File: src/sv/cmdwl_pkg.sv
// ---------------------------------------------------------------------------
// cmdwl_pkg
// Shared types, constants and the allowed name table of the command line
// whitelist filter.
// ---------------------------------------------------------------------------
package cmdwl_pkg;

  localparam int MAX_COMMAND_BYTES = 1024;
  localparam int NAME_SLOTS        = 7;
  localparam int NAME_BYTES        = 32;

  localparam int FIXED_NAMES = 7;
  localparam int FIXED_CHARS = 26;
  localparam int QUEUE_DEPTH = 4;
  localparam int OUT_DEPTH   = 2;

  localparam logic [2:0] NO_MATCH  = 3'd7;
  localparam logic [9:0] ARG_LIMIT = 10'd1023;

  typedef enum logic [2:0] {
    VERDICT_ACCEPTED    = 3'd0,
    VERDICT_NOT_ALLOWED = 3'd1,
    VERDICT_TOO_LONG    = 3'd2,
    VERDICT_NULL_BYTE   = 3'd3,
    VERDICT_INJECTION   = 3'd4
  } verdict_t;

  typedef enum logic [1:0] {
    PHASE_BEFORE_NAME = 2'd0,
    PHASE_IN_NAME     = 2'd1,
    PHASE_BETWEEN     = 2'd2,
    PHASE_IN_ARG      = 2'd3
  } phase_t;

  typedef struct packed {
    logic [7:0] data;
    logic       last;
    logic       empty;
    logic       ws;
    logic       meta;
    logic       safe;
    logic       nul;
  } class_item_t;

  typedef struct packed {
    verdict_t   verdict;
    logic [2:0] matched;
    logic [9:0] arg_count;
  } result_t;

  // Names are right aligned in their row; FIXED_LEN gives their length.
  localparam logic [8*FIXED_CHARS-1:0] FIXED_NAME_BITS [FIXED_NAMES] = '{
    (8*FIXED_CHARS)'(160'h6765745f6465766963655f74656c656d65747279),
    (8*FIXED_CHARS)'(168'h6765745f73656c696e75785f656e666f7263696e67),
    (8*FIXED_CHARS)'(168'h71756572795f6b657973746f72655f617474657374),
    (8*FIXED_CHARS)'(152'h636865636b5f6d656d6f72795f626f756e6473),
    (8*FIXED_CHARS)'(176'h6765745f6e6574776f726b5f696e7465726661636573),
    (8*FIXED_CHARS)'(152'h747269676765725f7365637572655f73796e63),
    (8*FIXED_CHARS)'(200'h6765745f626174746572795f746865726d616c5f7374617465)
  };

  localparam int FIXED_LEN [FIXED_NAMES] = '{20, 21, 21, 19, 22, 19, 25};

  // Character of an allowed name at a position, zero past its end.
  function automatic logic [7:0] name_char(input int slot, input int pos,
                                           input int name_bytes);
    logic [7:0] c;
    c = 8'h00;
    if (slot < FIXED_NAMES) begin
      if (pos < name_bytes - 1 && pos < FIXED_LEN[slot]) begin
        c = FIXED_NAME_BITS[slot][8*(FIXED_LEN[slot]-1-pos) +: 8];
      end
    end
    return c;
  endfunction

endpackage

File: src/sv/command_line_whitelist_filter_core.sv
// ---------------------------------------------------------------------------
// command_line_whitelist_filter_core
// Command line whitelist filter: one byte per input beat, one verdict beat
// per command string.
// ---------------------------------------------------------------------------
//  Channel  Handshake       Payload
//  input    push / full     data_byte[7:0], last_byte, empty_command
//  result   empty / pop     verdict[2:0], matched_command[2:0],
//                           argument_count[9:0]
//
// One byte beat is taken every cycle while full is low; a classification queue
// of four beats sits between the front and the back, and a two entry queue
// holds verdicts, written as the end-of-string beat leaves the first queue.
// Synchronous reset empties both queues and clears all per-string state.
// A full verdict queue stalls only the back part at an end-of-string beat;
// the front keeps accepting until its queue fills.
// ---------------------------------------------------------------------------
module command_line_whitelist_filter_core #(
  parameter int MAX_COMMAND_BYTES = cmdwl_pkg::MAX_COMMAND_BYTES,
  parameter int NAME_SLOTS        = cmdwl_pkg::NAME_SLOTS,
  parameter int NAME_BYTES        = cmdwl_pkg::NAME_BYTES
) (
  input  logic       clk,
  input  logic       rst,
  input  logic       push,
  output logic       full,
  input  logic [7:0] data_byte,
  input  logic       last_byte,
  input  logic       empty_command,
  output logic       empty,
  input  logic       pop,
  output logic [2:0] verdict,
  output logic [2:0] matched_command,
  output logic [9:0] argument_count
);

  cmdwl_pkg::class_item_t item;
  logic                   item_valid;
  logic                   item_take;

  cmdwl_front u_front (
    .clk           (clk),
    .rst           (rst),
    .push          (push),
    .full          (full),
    .data_byte     (data_byte),
    .last_byte     (last_byte),
    .empty_command (empty_command),
    .item          (item),
    .item_valid    (item_valid),
    .item_take     (item_take)
  );

  cmdwl_back #(
    .MAX_COMMAND_BYTES (MAX_COMMAND_BYTES),
    .NAME_SLOTS        (NAME_SLOTS),
    .NAME_BYTES        (NAME_BYTES)
  ) u_back (
    .clk             (clk),
    .rst             (rst),
    .item            (item),
    .item_valid      (item_valid),
    .item_take       (item_take),
    .empty           (empty),
    .pop             (pop),
    .verdict         (verdict),
    .matched_command (matched_command),
    .argument_count  (argument_count)
  );

endmodule

File: src/sv/cmdwl_fifo.sv
// ---------------------------------------------------------------------------
// cmdwl_fifo
// Small register queue with a combinational head, used between the front and
// the back and again in front of the result ports.
// ---------------------------------------------------------------------------
module cmdwl_fifo #(
  parameter int WIDTH = 8,
  parameter int DEPTH = 4
) (
  input  logic             clk,
  input  logic             rst,
  input  logic             push,
  input  logic [WIDTH-1:0] din,
  output logic             full,
  input  logic             pop,
  output logic [WIDTH-1:0] dout,
  output logic             empty
);

  localparam int AW   = (DEPTH > 1) ? $clog2(DEPTH) : 1;
  localparam int CNTW = $clog2(DEPTH + 1);

  logic [WIDTH-1:0] slots [DEPTH];
  logic [AW-1:0]    wr_ptr;
  logic [AW-1:0]    rd_ptr;
  logic [CNTW-1:0]  fill;
  logic             do_push;
  logic             do_pop;

  assign full    = (fill == CNTW'(DEPTH));
  assign empty   = (fill == '0);
  assign do_push = push && !full;
  assign do_pop  = pop && !empty;
  assign dout    = slots[rd_ptr];

  always_ff @(posedge clk) begin
    if (do_push) begin
      slots[wr_ptr] <= din;
    end
  end

  always_ff @(posedge clk) begin
    if (rst) begin
      wr_ptr <= '0;
      rd_ptr <= '0;
      fill   <= '0;
    end else begin
      if (do_push) begin
        wr_ptr <= (wr_ptr == AW'(DEPTH - 1)) ? '0 : wr_ptr + 1'b1;
      end
      if (do_pop) begin
        rd_ptr <= (rd_ptr == AW'(DEPTH - 1)) ? '0 : rd_ptr + 1'b1;
      end
      if (do_push && !do_pop) begin
        fill <= fill + 1'b1;
      end else if (do_pop && !do_push) begin
        fill <= fill - 1'b1;
      end
    end
  end

endmodule

File: src/sv/cmdwl_front.sv
// ---------------------------------------------------------------------------
// cmdwl_front
// Accepts input beats, classifies each byte (whitespace, metacharacter, safe
// argument byte, null) and queues the classified beat for the back part.
// ---------------------------------------------------------------------------
module cmdwl_front (
  input  logic                   clk,
  input  logic                   rst,
  input  logic                   push,
  output logic                   full,
  input  logic [7:0]             data_byte,
  input  logic                   last_byte,
  input  logic                   empty_command,
  output cmdwl_pkg::class_item_t item,
  output logic                   item_valid,
  input  logic                   item_take
);

  cmdwl_pkg::class_item_t item_in;
  logic [$bits(cmdwl_pkg::class_item_t)-1:0] queue_out;
  logic queue_empty;

  always_comb begin
    item_in       = '0;
    item_in.data  = data_byte;
    item_in.last  = last_byte;
    item_in.empty = empty_command;
    item_in.nul   = (data_byte == 8'h00);
    item_in.ws    = (data_byte == 8'h20) || (data_byte >= 8'h09 && data_byte <= 8'h0D);
    case (data_byte) inside
      8'h3B, 8'h26, 8'h7C, 8'h60, 8'h24, 8'h3C, 8'h3E, 8'h28,
      8'h29, 8'h7B, 8'h7D, 8'h5B, 8'h5D, 8'h0A, 8'h0D: item_in.meta = 1'b1;
      default: item_in.meta = 1'b0;
    endcase
    case (data_byte) inside
      [8'h61:8'h7A], [8'h41:8'h5A], [8'h30:8'h39],
      8'h5F, 8'h2E, 8'h3A, 8'h2F, 8'h2D: item_in.safe = 1'b1;
      default: item_in.safe = 1'b0;
    endcase
  end

  cmdwl_fifo #(
    .WIDTH ($bits(cmdwl_pkg::class_item_t)),
    .DEPTH (cmdwl_pkg::QUEUE_DEPTH)
  ) u_queue (
    .clk   (clk),
    .rst   (rst),
    .push  (push),
    .din   (item_in),
    .full  (full),
    .pop   (item_take),
    .dout  (queue_out),
    .empty (queue_empty)
  );

  assign item       = cmdwl_pkg::class_item_t'(queue_out);
  assign item_valid = !queue_empty;

endmodule

File: src/sv/cmdwl_back.sv
// ---------------------------------------------------------------------------
// cmdwl_back
// Carries out classified beats: counts bytes, tracks tokens, narrows the set
// of matching allowed names and queues one verdict at the end of a string.
// ---------------------------------------------------------------------------
module cmdwl_back #(
  parameter int MAX_COMMAND_BYTES = cmdwl_pkg::MAX_COMMAND_BYTES,
  parameter int NAME_SLOTS        = cmdwl_pkg::NAME_SLOTS,
  parameter int NAME_BYTES        = cmdwl_pkg::NAME_BYTES
) (
  input  logic                   clk,
  input  logic                   rst,
  input  cmdwl_pkg::class_item_t item,
  input  logic                   item_valid,
  output logic                   item_take,
  output logic                   empty,
  input  logic                   pop,
  output logic [2:0]             verdict,
  output logic [2:0]             matched_command,
  output logic [9:0]             argument_count
);

  localparam int CW = $clog2(MAX_COMMAND_BYTES + 2);
  localparam int PW = $clog2(NAME_BYTES);

  logic [CW-1:0]         byte_count;
  logic                  null_seen;
  logic                  meta_seen;
  logic                  bad_arg_seen;
  cmdwl_pkg::phase_t     token_phase;
  cmdwl_pkg::phase_t     phase_fed;
  cmdwl_pkg::phase_t     token_phase_next;
  logic [PW-1:0]         name_position;
  logic [NAME_SLOTS-1:0] name_candidates;
  logic [9:0]            arg_tally;

  logic [CW-1:0]         count_fed;
  logic                  null_fed;
  logic                  meta_fed;
  logic                  bad_fed;
  logic [PW-1:0]         pos_inc;
  logic [PW-1:0]         pos_fed;
  logic [NAME_SLOTS-1:0] cand_fed;
  logic [NAME_SLOTS-1:0] cand_end;
  logic [9:0]            tally_fed;
  logic                  name_fed;
  logic                  name_closed;
  logic                  has_byte;
  logic                  at_end;
  logic                  hit;
  logic [2:0]            hit_idx;

  logic [7:0]            ch_cur [NAME_SLOTS];
  logic [7:0]            ch_inc [NAME_SLOTS];
  logic [NAME_SLOTS-1:0] kill_feed;
  logic [NAME_SLOTS-1:0] kill_close_cur;
  logic [NAME_SLOTS-1:0] kill_close_inc;

  cmdwl_pkg::result_t    result;
  logic                  out_full;
  logic [$bits(cmdwl_pkg::result_t)-1:0] out_head;
  cmdwl_pkg::result_t    head;

  assign has_byte  = !item.empty;
  assign at_end    = item.last || item.empty;
  assign item_take = item_valid && (!at_end || !out_full);
  assign pos_inc   = (name_position == PW'(NAME_BYTES - 1)) ? name_position
                                                            : name_position + 1'b1;

  for (genvar k = 0; k < NAME_SLOTS; k++) begin : g_slot
    assign ch_cur[k] = cmdwl_pkg::name_char(k, int'(name_position), NAME_BYTES);
    assign ch_inc[k] = cmdwl_pkg::name_char(k, int'(pos_inc), NAME_BYTES);
    assign kill_feed[k] = (name_position == PW'(NAME_BYTES - 1)) ||
                          (ch_cur[k] == 8'h00) || (ch_cur[k] != item.data);
    assign kill_close_cur[k] = (ch_cur[k] != 8'h00);
    assign kill_close_inc[k] = (ch_inc[k] != 8'h00);
  end

  always_comb begin
    phase_fed = token_phase;
    if (has_byte) begin
      unique case (token_phase)
        cmdwl_pkg::PHASE_BEFORE_NAME: begin
          if (!item.ws) phase_fed = cmdwl_pkg::PHASE_IN_NAME;
        end
        cmdwl_pkg::PHASE_IN_NAME: begin
          if (item.ws) phase_fed = cmdwl_pkg::PHASE_BETWEEN;
        end
        cmdwl_pkg::PHASE_BETWEEN: begin
          if (!item.ws) phase_fed = cmdwl_pkg::PHASE_IN_ARG;
        end
        cmdwl_pkg::PHASE_IN_ARG: begin
          if (item.ws) phase_fed = cmdwl_pkg::PHASE_BETWEEN;
        end
        default: phase_fed = token_phase;
      endcase
    end
    token_phase_next = at_end ? cmdwl_pkg::PHASE_BEFORE_NAME : phase_fed;
  end

  always_comb begin
    name_fed = has_byte && !item.ws &&
               (token_phase == cmdwl_pkg::PHASE_BEFORE_NAME ||
                token_phase == cmdwl_pkg::PHASE_IN_NAME);
    name_closed = has_byte && item.ws && (token_phase == cmdwl_pkg::PHASE_IN_NAME);

    if (name_fed) begin
      cand_fed = name_candidates & ~kill_feed;
    end else if (name_closed) begin
      cand_fed = name_candidates & ~kill_close_cur;
    end else begin
      cand_fed = name_candidates;
    end
    pos_fed = name_fed ? pos_inc : name_position;

    count_fed = byte_count;
    if (has_byte && byte_count < CW'(MAX_COMMAND_BYTES + 1)) begin
      count_fed = byte_count + 1'b1;
    end
    null_fed = null_seen || (has_byte && item.nul);
    meta_fed = meta_seen || (has_byte && item.meta);

    tally_fed = arg_tally;
    if (has_byte && !item.ws && token_phase == cmdwl_pkg::PHASE_BETWEEN &&
        arg_tally != cmdwl_pkg::ARG_LIMIT) begin
      tally_fed = arg_tally + 1'b1;
    end
    bad_fed = bad_arg_seen ||
              (has_byte && !item.ws && !item.safe &&
               (token_phase == cmdwl_pkg::PHASE_BETWEEN ||
                token_phase == cmdwl_pkg::PHASE_IN_ARG));

    if (phase_fed == cmdwl_pkg::PHASE_IN_NAME) begin
      cand_end = cand_fed & ~(name_fed ? kill_close_inc : kill_close_cur);
    end else if (phase_fed == cmdwl_pkg::PHASE_BEFORE_NAME) begin
      cand_end = '0;
    end else begin
      cand_end = cand_fed;
    end

    hit     = 1'b0;
    hit_idx = cmdwl_pkg::NO_MATCH;
    for (int k = NAME_SLOTS - 1; k >= 0; k--) begin
      if (k < cmdwl_pkg::FIXED_NAMES && cand_end[k]) begin
        hit     = 1'b1;
        hit_idx = 3'(k);
      end
    end

    result.matched   = cmdwl_pkg::NO_MATCH;
    result.arg_count = '0;
    if (count_fed == '0) begin
      result.verdict = cmdwl_pkg::VERDICT_NOT_ALLOWED;
    end else if (count_fed > CW'(MAX_COMMAND_BYTES)) begin
      result.verdict = cmdwl_pkg::VERDICT_TOO_LONG;
    end else if (null_fed) begin
      result.verdict = cmdwl_pkg::VERDICT_NULL_BYTE;
    end else if (meta_fed || bad_fed) begin
      result.verdict = cmdwl_pkg::VERDICT_INJECTION;
    end else if (!hit) begin
      result.verdict = cmdwl_pkg::VERDICT_NOT_ALLOWED;
    end else begin
      result.verdict   = cmdwl_pkg::VERDICT_ACCEPTED;
      result.matched   = hit_idx;
      result.arg_count = tally_fed;
    end
  end

  always_ff @(posedge clk) begin
    if (rst) begin
      byte_count      <= '0;
      null_seen       <= 1'b0;
      meta_seen       <= 1'b0;
      bad_arg_seen    <= 1'b0;
      token_phase     <= cmdwl_pkg::PHASE_BEFORE_NAME;
      name_position   <= '0;
      name_candidates <= '1;
      arg_tally       <= '0;
    end else if (item_take) begin
      token_phase <= token_phase_next;
      if (at_end) begin
        byte_count      <= '0;
        null_seen       <= 1'b0;
        meta_seen       <= 1'b0;
        bad_arg_seen    <= 1'b0;
        name_position   <= '0;
        name_candidates <= '1;
        arg_tally       <= '0;
      end else begin
        byte_count      <= count_fed;
        null_seen       <= null_fed;
        meta_seen       <= meta_fed;
        bad_arg_seen    <= bad_fed;
        name_position   <= pos_fed;
        name_candidates <= cand_fed;
        arg_tally       <= tally_fed;
      end
    end
  end

  cmdwl_fifo #(
    .WIDTH ($bits(cmdwl_pkg::result_t)),
    .DEPTH (cmdwl_pkg::OUT_DEPTH)
  ) u_out_queue (
    .clk   (clk),
    .rst   (rst),
    .push  (item_take && at_end),
    .din   (result),
    .full  (out_full),
    .pop   (pop),
    .dout  (out_head),
    .empty (empty)
  );

  assign head            = cmdwl_pkg::result_t'(out_head);
  assign verdict         = head.verdict;
  assign matched_command = head.matched;
  assign argument_count  = head.arg_count;

endmodule

File: config.mk
export PLATFORM = sky130hd
export DESIGN_NAME = command_line_whitelist_filter_core
export DESIGN_NICKNAME = d
export VERILOG_FILES = /design/src/sv/cmdwl_pkg.sv /design/src/sv/command_line_whitelist_filter_core.sv /design/src/sv/cmdwl_fifo.sv /design/src/sv/cmdwl_front.sv /design/src/sv/cmdwl_back.sv
export SDC_FILE = /design/constraint.sdc
export NUM_CORES = 1
export LEC_CHECK = 0
export BUFFER_PORTS_ARGS = -buffer_cell sky130_fd_sc_hd__buf_2
export CORE_MARGIN = 2
export CORE_UTILIZATION = 60
export DETAILED_ROUTE_END_ITERATION = 7
export PLACE_DENSITY = 0.79
export SLEW_MARGIN = 25
export SYNTH_ARGS = -nofsm -noshare
export SYNTH_HDL_FRONTEND = slang
export SYNTH_SLANG_ARGS = --single-unit
File: constraint.sdc
create_clock -name clk -period 5.81 [get_ports clk]
set_input_delay 0.581 -clock clk [delete_from_list [all_inputs] [get_ports clk]]
set_output_delay 0.581 -clock clk [all_outputs]
set_load 0.005 [all_outputs]
==> results of run 1 <==
## cell type report
cell class	instances	area, µm²	share of cell area [%]
Sequential cell	140	3689	29.34
Clock buffer	17	425.4	3.383
Timing Repair Buffer	64	402.9	3.204
Inverter	36	135.1	1.075
Clock inverter	15	158.9	1.264
Multi-Input combinational cell	1116	7431	59.10
Tap cell	265	331.6	2.637
## state kept, by name, indices dropped and copies added, names as in the netlist, named ones only
| signal | cells |
|---|---|
| u_front.u_queue.fill | 3 |
| u_front.u_queue.wr_ptr | 2 |
| u_back.name_position | 5 |
| u_front.u_queue.slots | 56 |
| u_back.meta_seen | 1 |
| u_front.u_queue.rd_ptr | 2 |
| u_back.u_out_queue.rd_ptr | 1 |
| u_back.byte_count | 11 |
| u_back.bad_arg_seen | 1 |
| u_back.null_seen | 1 |
| u_back.u_out_queue.fill | 2 |
| u_back.name_candidates | 7 |
| u_back.arg_tally | 10 |
| u_back.token_phase | 2 |
| u_back.u_out_queue.wr_ptr | 1 |
| u_back.u_out_queue.slots | 32 |
## power by group through the flow
stage,logic (mW),registers (mW),clock network (mW)
2_1_floorplan,1.55,1.33,0
3_5_place_dp,2.07,1.41,0
3_3_place_gp,2.05,1.40,0
5_1_grt,2.34,1.41,1.10
4_1_cts,2.09,1.39,1.07
6_report,2.15,1.39,1.05
## synth_stat cells, types with 12 or more instances
library cell and number:
nor2_1 129, a21oi_1 104, o21ai_0 103, nand2_1 91
edfxtp_1 88, clkbuf_1 68, dfxtp_1 52, nand3_1 43
xnor2_1 43, nor3_1 35, nor2b_1 33, inv_1 32
ha_1 31, buf_2 28, nand2b_1 28, o211ai_1 27
mux2i_1 25, a22oi_1 22, nand4_1 22, a31oi_1 20
mux2_2 20, and2_1 17, or3_1 17, and3_1 16
a211oi_1 15, xor2_1 15, o31ai_1 14, o21a_1 12
## logic make-up after synthesis
logic type,count (synthesis)
compound gates,459
xor+xnor,60
fa+ha+maj,33
buf+inv,146
flops,140
mux,56
simple gates,508
## per-stage QoR
| step | worst slack (ns) | hold WS [ns] |
|---|---|---|
| finish | 0.7811 | 0.3657 |
| global placement | 1.016 | 0.4506 |
| CTS | 0.8424 | 0.3546 |
| global route | 0.3927 | 0.3631 |
| floorplan | 1.263 | 0.4371 |
| detailed placement | 0.8659 | 0.4629 |
## worst max-delay path, stage by stage (launching register included)
cell and delay (ns):
dfxtp_2 0.48, clkinv_1 0.37, ha_1 0.67, buf_4 0.32, nor3_1 0.49, nor2_1 0.19
a2111oi_0 0.50, buf_4 0.21, o31ai_1 0.07, a211oi_1 0.28, o31ai_1 0.12, buf_4 0.16
a221oi_2 0.33, nand4_1 0.16, nand4_2 0.12, buf_4 0.22, nor2_2 0.07
## worst paths after layout
| kind | startpoint | end |
|---|---|---|
| max | u_back.name_position[2] | u_back.u_out_queue.slots[0][9] |
| max reg2reg | u_back.name_position[2] | u_back.u_out_queue.slots[0][9] |
| min reg2reg | u_back.bad_arg_seen | u_back.bad_arg_seen |
| min | last_byte | u_front.u_queue.slots[2][5] |
## routing by layer
layer | share of wire [%] | routed length [µm]
met5 | 0 | 0
met4 | 3.5 | 1223
met3 | 11 | 3748
met2 | 45 | 15760
met1 | 41 | 14540
==> run_results.csv, run 1 <==
group,metric,value,unit
outcome,status,"finished, final reports clean",
pwr,internal_power,2.671,mW
synth,synth_fp_nets,1448,
die,die_w,143.7,µm
setup_path,cp.required,5.98,ns
routing,drt-total-wl,35280,µm
synth,async_flop_share,0,%
die,die_h,143.7,µm
die,num_rows,51,
sta,drv_slew,0,
finish,fin_area,12570,µm²
routing,drt_first_pass_iters,5,
global_route,gr-usage-met1,46.74,%
place,place_area,11990,µm²
synth,yosysWarnings,0,
routing,vias_per_cell,6.972,
global_route,grt_pass1_vias,10516,
setup_path,cp.arrival,5.20,ns
global_route,grt_use_met2,51.80,%
pwr,seq_power_share,30.3,%
sta,timing_hold_violations_final,0,
synth,yosysSeqAreaShare,31.45,%
sta,fin_skew,0.01037,ns
pwr,p_leak,4.465,nW
setup_path,crit_fanout,30,
synth,synth_xor_area_share,4.668,%
place,place.gp.congestion,1.074,
setup_path,r2r_slack,0.78,ns
clock_tree,cts_buffers,17,
finish,final_cells,1653,
routing,first_iter_violations,1475,
global_route,use_met3,7.797,%
clock_tree,cts_hold_buf,0,
synth,avgSynthCellArea,8.355,µm²
synth,synth.top_cell.area_share,22.56,%
clock_tree,insertion_delay,0.43,ns
global_route,grt_usage,34.10,%
pwr,p_sw,1.923,mW
finish,area_delta_synth_final,7.338,%
global_route,grt_max_degree,74,
pwr,clkPwrFrac,22.9,%
die,start_util,60.58,%
finish,layout-drive-gt1-share,12.39,%
synth,synthCells,1402,
hold_path,hp-class,"in2reg",
clock_tree,htree_num_levels,4,
finish,utilization,65.03,%
die,ios,32,
synth,synth_seq_cells,140,
synth,syn_area,11710,µm²
clock_tree,cts.sinks,140,
finish,layout.nets,1421,
global_route,top_usage_layer,"met2",
setup_path,setup.worst_path.end_class,"flip-flop",
synth,synthMuxAreaShare,6.174,%
clock_tree,clkTransAtPathRegs,0.06,ns
place,post-dp-hpwl,24620,µm
synth,synth_top_family_by_area,"compound AO/OA/AOI/OAI gates",
finish,layout_commonest_cell,"nor2_1",
clock_tree,cts_resized,0,
setup_path,start_kind,"flip-flop",
place,dpl.cell_count,1621,
synth,synth_top_area_cell,"edfxtp_1",
setup_path,rr_worst_depth,16,
global_route,grt_overflow,0,
die,dieArea,20660,µm²
flow_run,drv_cap,0,
pwr,power_density,365.4,nW/µm²
setup_path,worst-setup-path-type,"reg2reg",
clock_tree,cts_tree,"yes",
synth,synth_fa_ha_area_share,3.568,%
pwr,swShare,41.87,%
die,core,19330,µm²
sta,fin_crit,5.029,ns
sta,finalSetupViolCount,0,
global_route,grt_antenna_before_repair,0,
routing,ant_nets,0,
routing,vias,11525,
synth,synth_area_leaders,"edfxtp_1, dfxtp_1, a21oi_1, o21ai_0, nor2_1",
synth,synth_cell_types,98,
sta,worst-slew-pin-transition,1.019,ns
clock_tree,root_buffer,"clkbuf_16",
sta,fmax,198.9,MHz
pwr,power.total,4.594,mW
synth,synth_compound_area_share,26.35,%
hold_path,whs_path_depth,1,
pwr,max-vdd-ir-drop,0.2800,mV
clock_tree,post_cts_buffers,0,
finish,diodes,0,
synth,synth_edf_count,88,
clock_tree,cts_buffer_depth,2,
synth,ys.flop_type,"edfxtp_1",
routing,drc,0,
sta,finalSetupTns,0,ns
sta,max_slew_margin,31.44,%
synth,synth-simple-area-share,22.59,%
pwr,power_frac_comb,46.7,%
place,portBuffers,31,
finish,final_cell_mix,"nor2_1, a21oi_1, o21ai_0, nand2_1, edfxtp_1",
routing,wire_per_inst,21.34,µm
sta,fin_crit_sh,86.56,%
sta,rsz0062_at_grt,"false",
finish,nFillCells,1588,
global_route,grt_pass1_wl,55540,µm
No activity file was read; power rests on OpenSTA's default activity.
==> inputs of run 2 (changes only) <==
--- a/config.mk
+++ b/config.mk
@@ -9,7 +9,7 @@
 export CORE_MARGIN = 2
 export CORE_UTILIZATION = 60
 export DETAILED_ROUTE_END_ITERATION = 7
-export PLACE_DENSITY = 0.79
+export PLACE_DENSITY = 0.77
 export SLEW_MARGIN = 25
 export SYNTH_ARGS = -nofsm -noshare
 export SYNTH_HDL_FRONTEND = slang
==> run 2 against run 1 <==
  * The run now ends with design-rule violations left
  * Non-clock buffer count up 2
  * First-iteration DRC count up 14%
  * Cell area about the same
  * Largest cell class unchanged
  * Largest power group unchanged
  * Highest routed layer unchanged
==> run_results.csv, run 2 (same netlist as run 1, synthesis figures left out) <==
group,metric,value,unit
global_route,grt_pass1_vias,10395,
routing,drt-total-wl,35180,µm
setup_path,rr_worst_depth,15,
finish,largest_register_ffs,56,
routing,wire_per_inst,21.26,µm
pwr,p_leak,4.469,nW
sta,fin_crit,5.212,ns
sta,rsz0062_at_grt,"false",
setup_path,setup.worst_path.end_class,"flip-flop",
sta,finalSetupTns,0,ns
clock_tree,htree_num_levels,4,
flow_run,drv_cap,0,
finish,layout-drive-gt1-share,12.37,%
clock_tree,cts_hold_buf,0,
clock_tree,cts_buffer_depth,2,
setup_path,rr_startpoint,"u_back.name_position[1]",
sta,timing_hold_violations_final,0,
finish,layout.nets,1423,
pwr,swShare,41.63,%
setup_path,cp.arrival,5.40,ns
routing,vias_per_cell,6.992,
sta,max_slew_margin,31.29,%
setup_path,path_cells,"inv_1, ha_1, inv_1, a21oi_1, nor2_1, a2111oi_0, o31ai_1, a211oi_1, o31ai_1, buf_4, a221oi_2, nand4_1, nand4_2, buf_4, nor2_2",
clock_tree,cts.sinks,140,
global_route,grt_max_degree,65,
setup_path,crit_end,"u_back.u_out_queue.slots[0][1]",
finish,final_cell_mix,"nor2_1, a21oi_1, o21ai_0, nand2_1, edfxtp_1",
finish,top_register,"u_front.u_queue.slots",
finish,area_delta_synth_final,7.413,%
sta,fin_crit_sh,89.71,%
pwr,power_frac_comb,47.2,%
finish,diodes,0,
setup_path,cp_slowest_stage_delay,0.93,ns
die,core,19330,µm²
die,dieArea,20660,µm²
routing,drc,4,
pwr,p_sw,1.926,mW
global_route,grt_antenna_before_repair,0,
setup_path,cp.depth,15,
hold_path,hp-class,"in2reg",
outcome,violations,"design-rule violations",
setup_path,start_kind,"flip-flop",
setup_path,critical_path_buf_inv_count,4,
finish,layout_commonest_cell,"nor2_1",
outcome,status,"finished, violations left",
die,die_w,143.7,µm
setup_path,crit_fanout,23,
global_route,grt_overflow,0,
sta,fmax,191.9,MHz
routing,vias,11572,
sta,drv_slew,0,
die,num_rows,51,
clock_tree,root_buffer,"clkbuf_16",
finish,nFillCells,1582,
pwr,clkPwrFrac,23.1,%
setup_path,worst-setup-path-type,"reg2reg",
clock_tree,cts_tree,"yes",
routing,first_iter_violations,1678,
die,die_h,143.7,µm
sta,finalSetupViolCount,0,
place,portBuffers,31,
setup_path,r2r_end,"u_back.u_out_queue.slots[0][1]",
sta,fin_skew,0.01039,ns
setup_path,cp.required,5.99,ns
place,place.gp.congestion,1.027,
clock_tree,clkTransAtPathRegs,0.06,ns
finish,seqCellArea,3689,µm²
setup_path,crit_family,"compound AO/OA/AOI/OAI gates",
routing,drt_first_pass_iters,8,
global_route,grt_usage,34.07,%
finish,multiInputGateArea,7427,µm²
pwr,power.total,4.626,mW
clock_tree,cts_buffers,17,
place,post-dp-hpwl,24770,µm
setup_path,startpoint,"u_back.name_position[1]",
setup_path,crit_slowest_cell,"a2111oi_0",
clock_tree,insertion_delay,0.44,ns
finish,largestRegisters,"u_front.u_queue.slots (56), u_back.u_out_queue.slots (32), u_back.byte_count (11)",
pwr,max-vdd-ir-drop,0.3180,mV
die,ios,32,
sta,worst-slew-pin-transition,1.005,ns
pwr,power_density,367.7,nW/µm²
die,start_util,60.58,%
pwr,seq_power_share,29.7,%
global_route,grt_pass1_wl,55410,µm
clock_tree,cts_resized,0,
setup_path,r2r_slack,0.60,ns
pwr,internal_power,2.700,mW
clock_tree,post_cts_buffers,0,
routing,ant_nets,0,
## run 2: layout make-up
class                   instances  area share (%)
multi-input cells            1116           59.03
flip-flops and latches        140           29.32
clock buffers                  20           3.630
repair buffers                 66           3.321
well taps                     265           2.635
inverters                      36           1.074
clock inverters                12          0.9944
## run 2: worst min-delay path by stage
stage / from / cells past startpoint / endpoint / slack (ns)
2_1_floorplan: u_back.meta_seen / 2 / u_back.meta_seen / 0.44
3_3_place_gp: u_back.name_candidates[4] / 2 / u_back.name_candidates[4] / 0.45
3_5_place_dp: u_back.name_candidates[6] / 2 / u_back.name_candidates[6] / 0.46
4_1_cts: last_byte / 1 / u_front.u_queue.slots[2][5] / 0.35
5_1_grt: last_byte / 1 / u_front.u_queue.slots[1][5] / 0.36
6_report: last_byte / 1 / u_front.u_queue.slots[3][5] / 0.36
## run 2: through the flow
stage	worst slack (ns)	hold WS, ns	util, %	instance area (µm²)	std cells
floorplan	1.263	0.4371	-	11710	1402
global placement	1.066	0.4532	62.07	12000	1623
detailed placement	0.7912	0.4607	62.07	12000	1623
CTS	0.7906	0.3529	65.07	12580	1655
global route	0.3803	0.3582	65.07	12580	1655
finish	0.5979	0.3566	65.07	12580	1655
## run 2: power groups by stage
stage / sequential [mW] / clock [mW] / combinational, mW
floorplan: 1.33 / 0 / 1.55
global placement: 1.38 / 0 / 2.10
detailed placement: 1.39 / 0 / 2.12
CTS: 1.37 / 1.08 / 2.14
global route: 1.39 / 1.12 / 2.37
finish: 1.37 / 1.07 / 2.18
## run 2: per-layer routing
| metal | GRT usage (%) | vias to the layer above | share of wire (%) |
|---|---|---|---|
| met3 | 7.098 | 112 | 9.9 |
| met5 | 0 | - | 0 |
| met4 | 12.18 | 0 | 3.1 |
| met1 | 46.92 | 5474 | 42 |
| met2 | 53.16 | 703 | 45 |
| li1 | - | 5283 | - |
==> inputs of run 3 (changes only) <==
--- a/config.mk
+++ b/config.mk
@@ -6,6 +6,7 @@
 export NUM_CORES = 1
 export LEC_CHECK = 0
 export BUFFER_PORTS_ARGS = -buffer_cell sky130_fd_sc_hd__buf_2
+export CORE_ASPECT_RATIO = 0.6
 export CORE_MARGIN = 2
 export CORE_UTILIZATION = 60
 export DETAILED_ROUTE_END_ITERATION = 7
==> run 3 against run 2 <==
  * The run now ends clean
  * Global-route usage grew 1.8 points
  * Register-to-register slack gained 0.26 ns
  * Routed wire length grew 5.6%
  * Count of clock-buffer cells in the layout grew 3
  * Critical endpoint is now u_back.u_out_queue.slots[0][9]
  * Largest cell class unchanged
  * Largest power group unchanged
  * Highest routed layer unchanged
==> run_results.csv, run 3 (same netlist as run 1, synthesis figures left out) <==
group,metric,value,unit
outcome,status,"finished, final reports clean",
finish,final_cell_mix,"nor2_1, a21oi_1, o21ai_0, nand2_1, edfxtp_1",
setup_path,worst-setup-path-type,"reg2reg",
sta,worst-slew-pin-transition,0.9804,ns
global_route,grt_pass1_wl,57990,µm
pwr,max-vdd-ir-drop,0.2559,mV
sta,rsz0062_at_grt,"false",
setup_path,cp.required,5.97,ns
sta,timing_hold_violations_final,0,
finish,utilization,66.08,%
clock_tree,cts.sinks,140,
finish,largest_register_ffs,56,
global_route,grt_antenna_before_repair,0,
hold_path,whs_path_depth,1,
place,place_area,12040,µm²
place,portBuffers,31,
setup_path,rr_startpoint,"u_back.name_position[2]",
sta,fin_crit_sh,85.29,%
routing,vias_per_cell,6.995,
clock_tree,htree_num_levels,4,
sta,fin_crit,4.955,ns
die,core,19080,µm²
global_route,grt_pass1_vias,10194,
routing,drt_first_pass_iters,6,
sta,drv_slew,0,
routing,vias,11612,
setup_path,r2r_end,"u_back.u_out_queue.slots[0][9]",
hold_path,hp-class,"in2reg",
finish,top_register,"u_front.u_queue.slots",
hold_path,holdPathEnd,"u_front.u_queue.slots[1][4]",
sta,hold_ws,0.3845,ns
routing,ant_nets,0,
sta,fmax,201.8,MHz
finish,layout.nets,1428,
clock_tree,insertion_delay,0.42,ns
die,num_rows,39,
place,post-dp-hpwl,26460,µm
die,die_w,184.4,µm
setup_path,cp.arrival,5.11,ns
clock_tree,cts_buffer_depth,2,
setup_path,setup.worst_path.end_class,"flip-flop",
global_route,grt_usage,35.90,%
die,dieArea,20690,µm²
die,start_util,61.39,%
setup_path,crit_fanout,12,
setup_path,start_kind,"flip-flop",
place,place.gp.congestion,1.019,
routing,drt-total-wl,37140,µm
pwr,p_leak,4.490,nW
setup_path,rr_worst_depth,16,
finish,area_delta_synth_final,7.637,%
finish,largestRegisters,"u_front.u_queue.slots (56), u_back.u_out_queue.slots (32), u_back.byte_count (11)",
clock_tree,cts_buffers,17,
routing,wire_per_inst,22.37,µm
pwr,power_density,370.6,nW/µm²
die,ios,32,
finish,layout_commonest_cell,"nor2_1",
finish,diodes,0,
hold_path,min_from,"empty_command",
sta,max_slew_margin,32.95,%
finish,layout-drive-gt1-share,12.34,%
finish,fin_area,12610,µm²
routing,first_iter_violations,1985,
clock_tree,cts_tree,"yes",
clock_tree,root_buffer,"clkbuf_16",
clock_tree,clkTransAtPathRegs,0.06,ns
setup_path,startpoint,"u_back.name_position[2]",
sta,fin_skew,0.008291,ns
clock_tree,cts_hold_buf,0,
clock_tree,post_cts_buffers,0,
routing,drc,0,
global_route,grt_overflow,0,
global_route,grt_max_degree,68,
sta,finalSetupViolCount,0,
flow_run,drv_cap,0,
pwr,power.total,4.673,mW
die,die_h,112.2,µm
sta,finalSetupTns,0,ns
clock_tree,cts_resized,0,
setup_path,r2r_slack,0.85,ns
## run 3: cell count changes in the layout (fill, tap and decap cells not counted), sizes merged
cell	previous run	this run
buf	66	71
bufinv	1	2
clkbuf	20	23
clkinvlp	3	2
clkinv	4	6
inv	40	34
## run 3: layer usage
layer  vias to the layer above  track usage, %  part of all wire, %
met5                         -               0                    0
met3                        61           12.39                   15
met1                      5454           55.97                   45
li1                       5289               -                    -
met4                         0           5.707                  1.2
met2                       808           47.84                   39
## run 3: cell type report
cell class | instances | area, µm²
Clock inverter | 8 | 93.84
Inverter | 36 | 135.1
Fill cell | 1587 | 6471
Sequential cell | 140 | 3689
Timing Repair Buffer | 71 | 455.4
Tap cell | 266 | 332.8
Multi-Input combinational cell | 1116 | 7433
Clock buffer | 23 | 469.2
## run 3: report_power, final
part | leakage, nW | internal, mW | total [mW] | switching (mW)
Combinational | 2.99 | 0.818 | 2.22 | 1.40
Sequential | 1.23 | 1.26 | 1.40 | 0.135
Clock | 0.270 | 0.651 | 1.05 | 0.402
## run 3: how the worst max path moves through the flow
stage                                      end  slack, ns  depth (start not counted)
2_1_floorplan  u_back.u_out_queue.slots[0][10]       1.26                         23
3_3_place_gp    u_back.u_out_queue.slots[0][8]       1.20                         14
3_5_place_dp    u_back.u_out_queue.slots[0][7]       1.01                         16
4_1_cts         u_back.u_out_queue.slots[1][5]       1.01                         16
5_1_grt         u_back.u_out_queue.slots[1][8]       0.61                         16
6_report        u_back.u_out_queue.slots[0][9]       0.85                         16
## run 3: critical path: stages, from the launching register on
cell	delay (ns)
dfxtp_2	0.45
clkinv_1	0.12
buf_4	0.19
ha_1	0.33
nor2b_1	0.27
nor3_1	0.47
nor2_1	0.14
a2111oi_0	0.91
o31ai_1	0.18
a211oi_1	0.38
o31ai_1	0.15
buf_4	0.18
a221oi_2	0.32
nand4_1	0.16
nand4_2	0.14
buf_4	0.22
nor2_2	0.07
## run 3: through the flow
stage | cells | setup WS, ns
floorplan | 1402 | 1.263
global placement | 1629 | 1.198
detailed placement | 1629 | 1.015
CTS | 1660 | 1.009
global route | 1660 | 0.6052
finish | 1660 | 0.8546
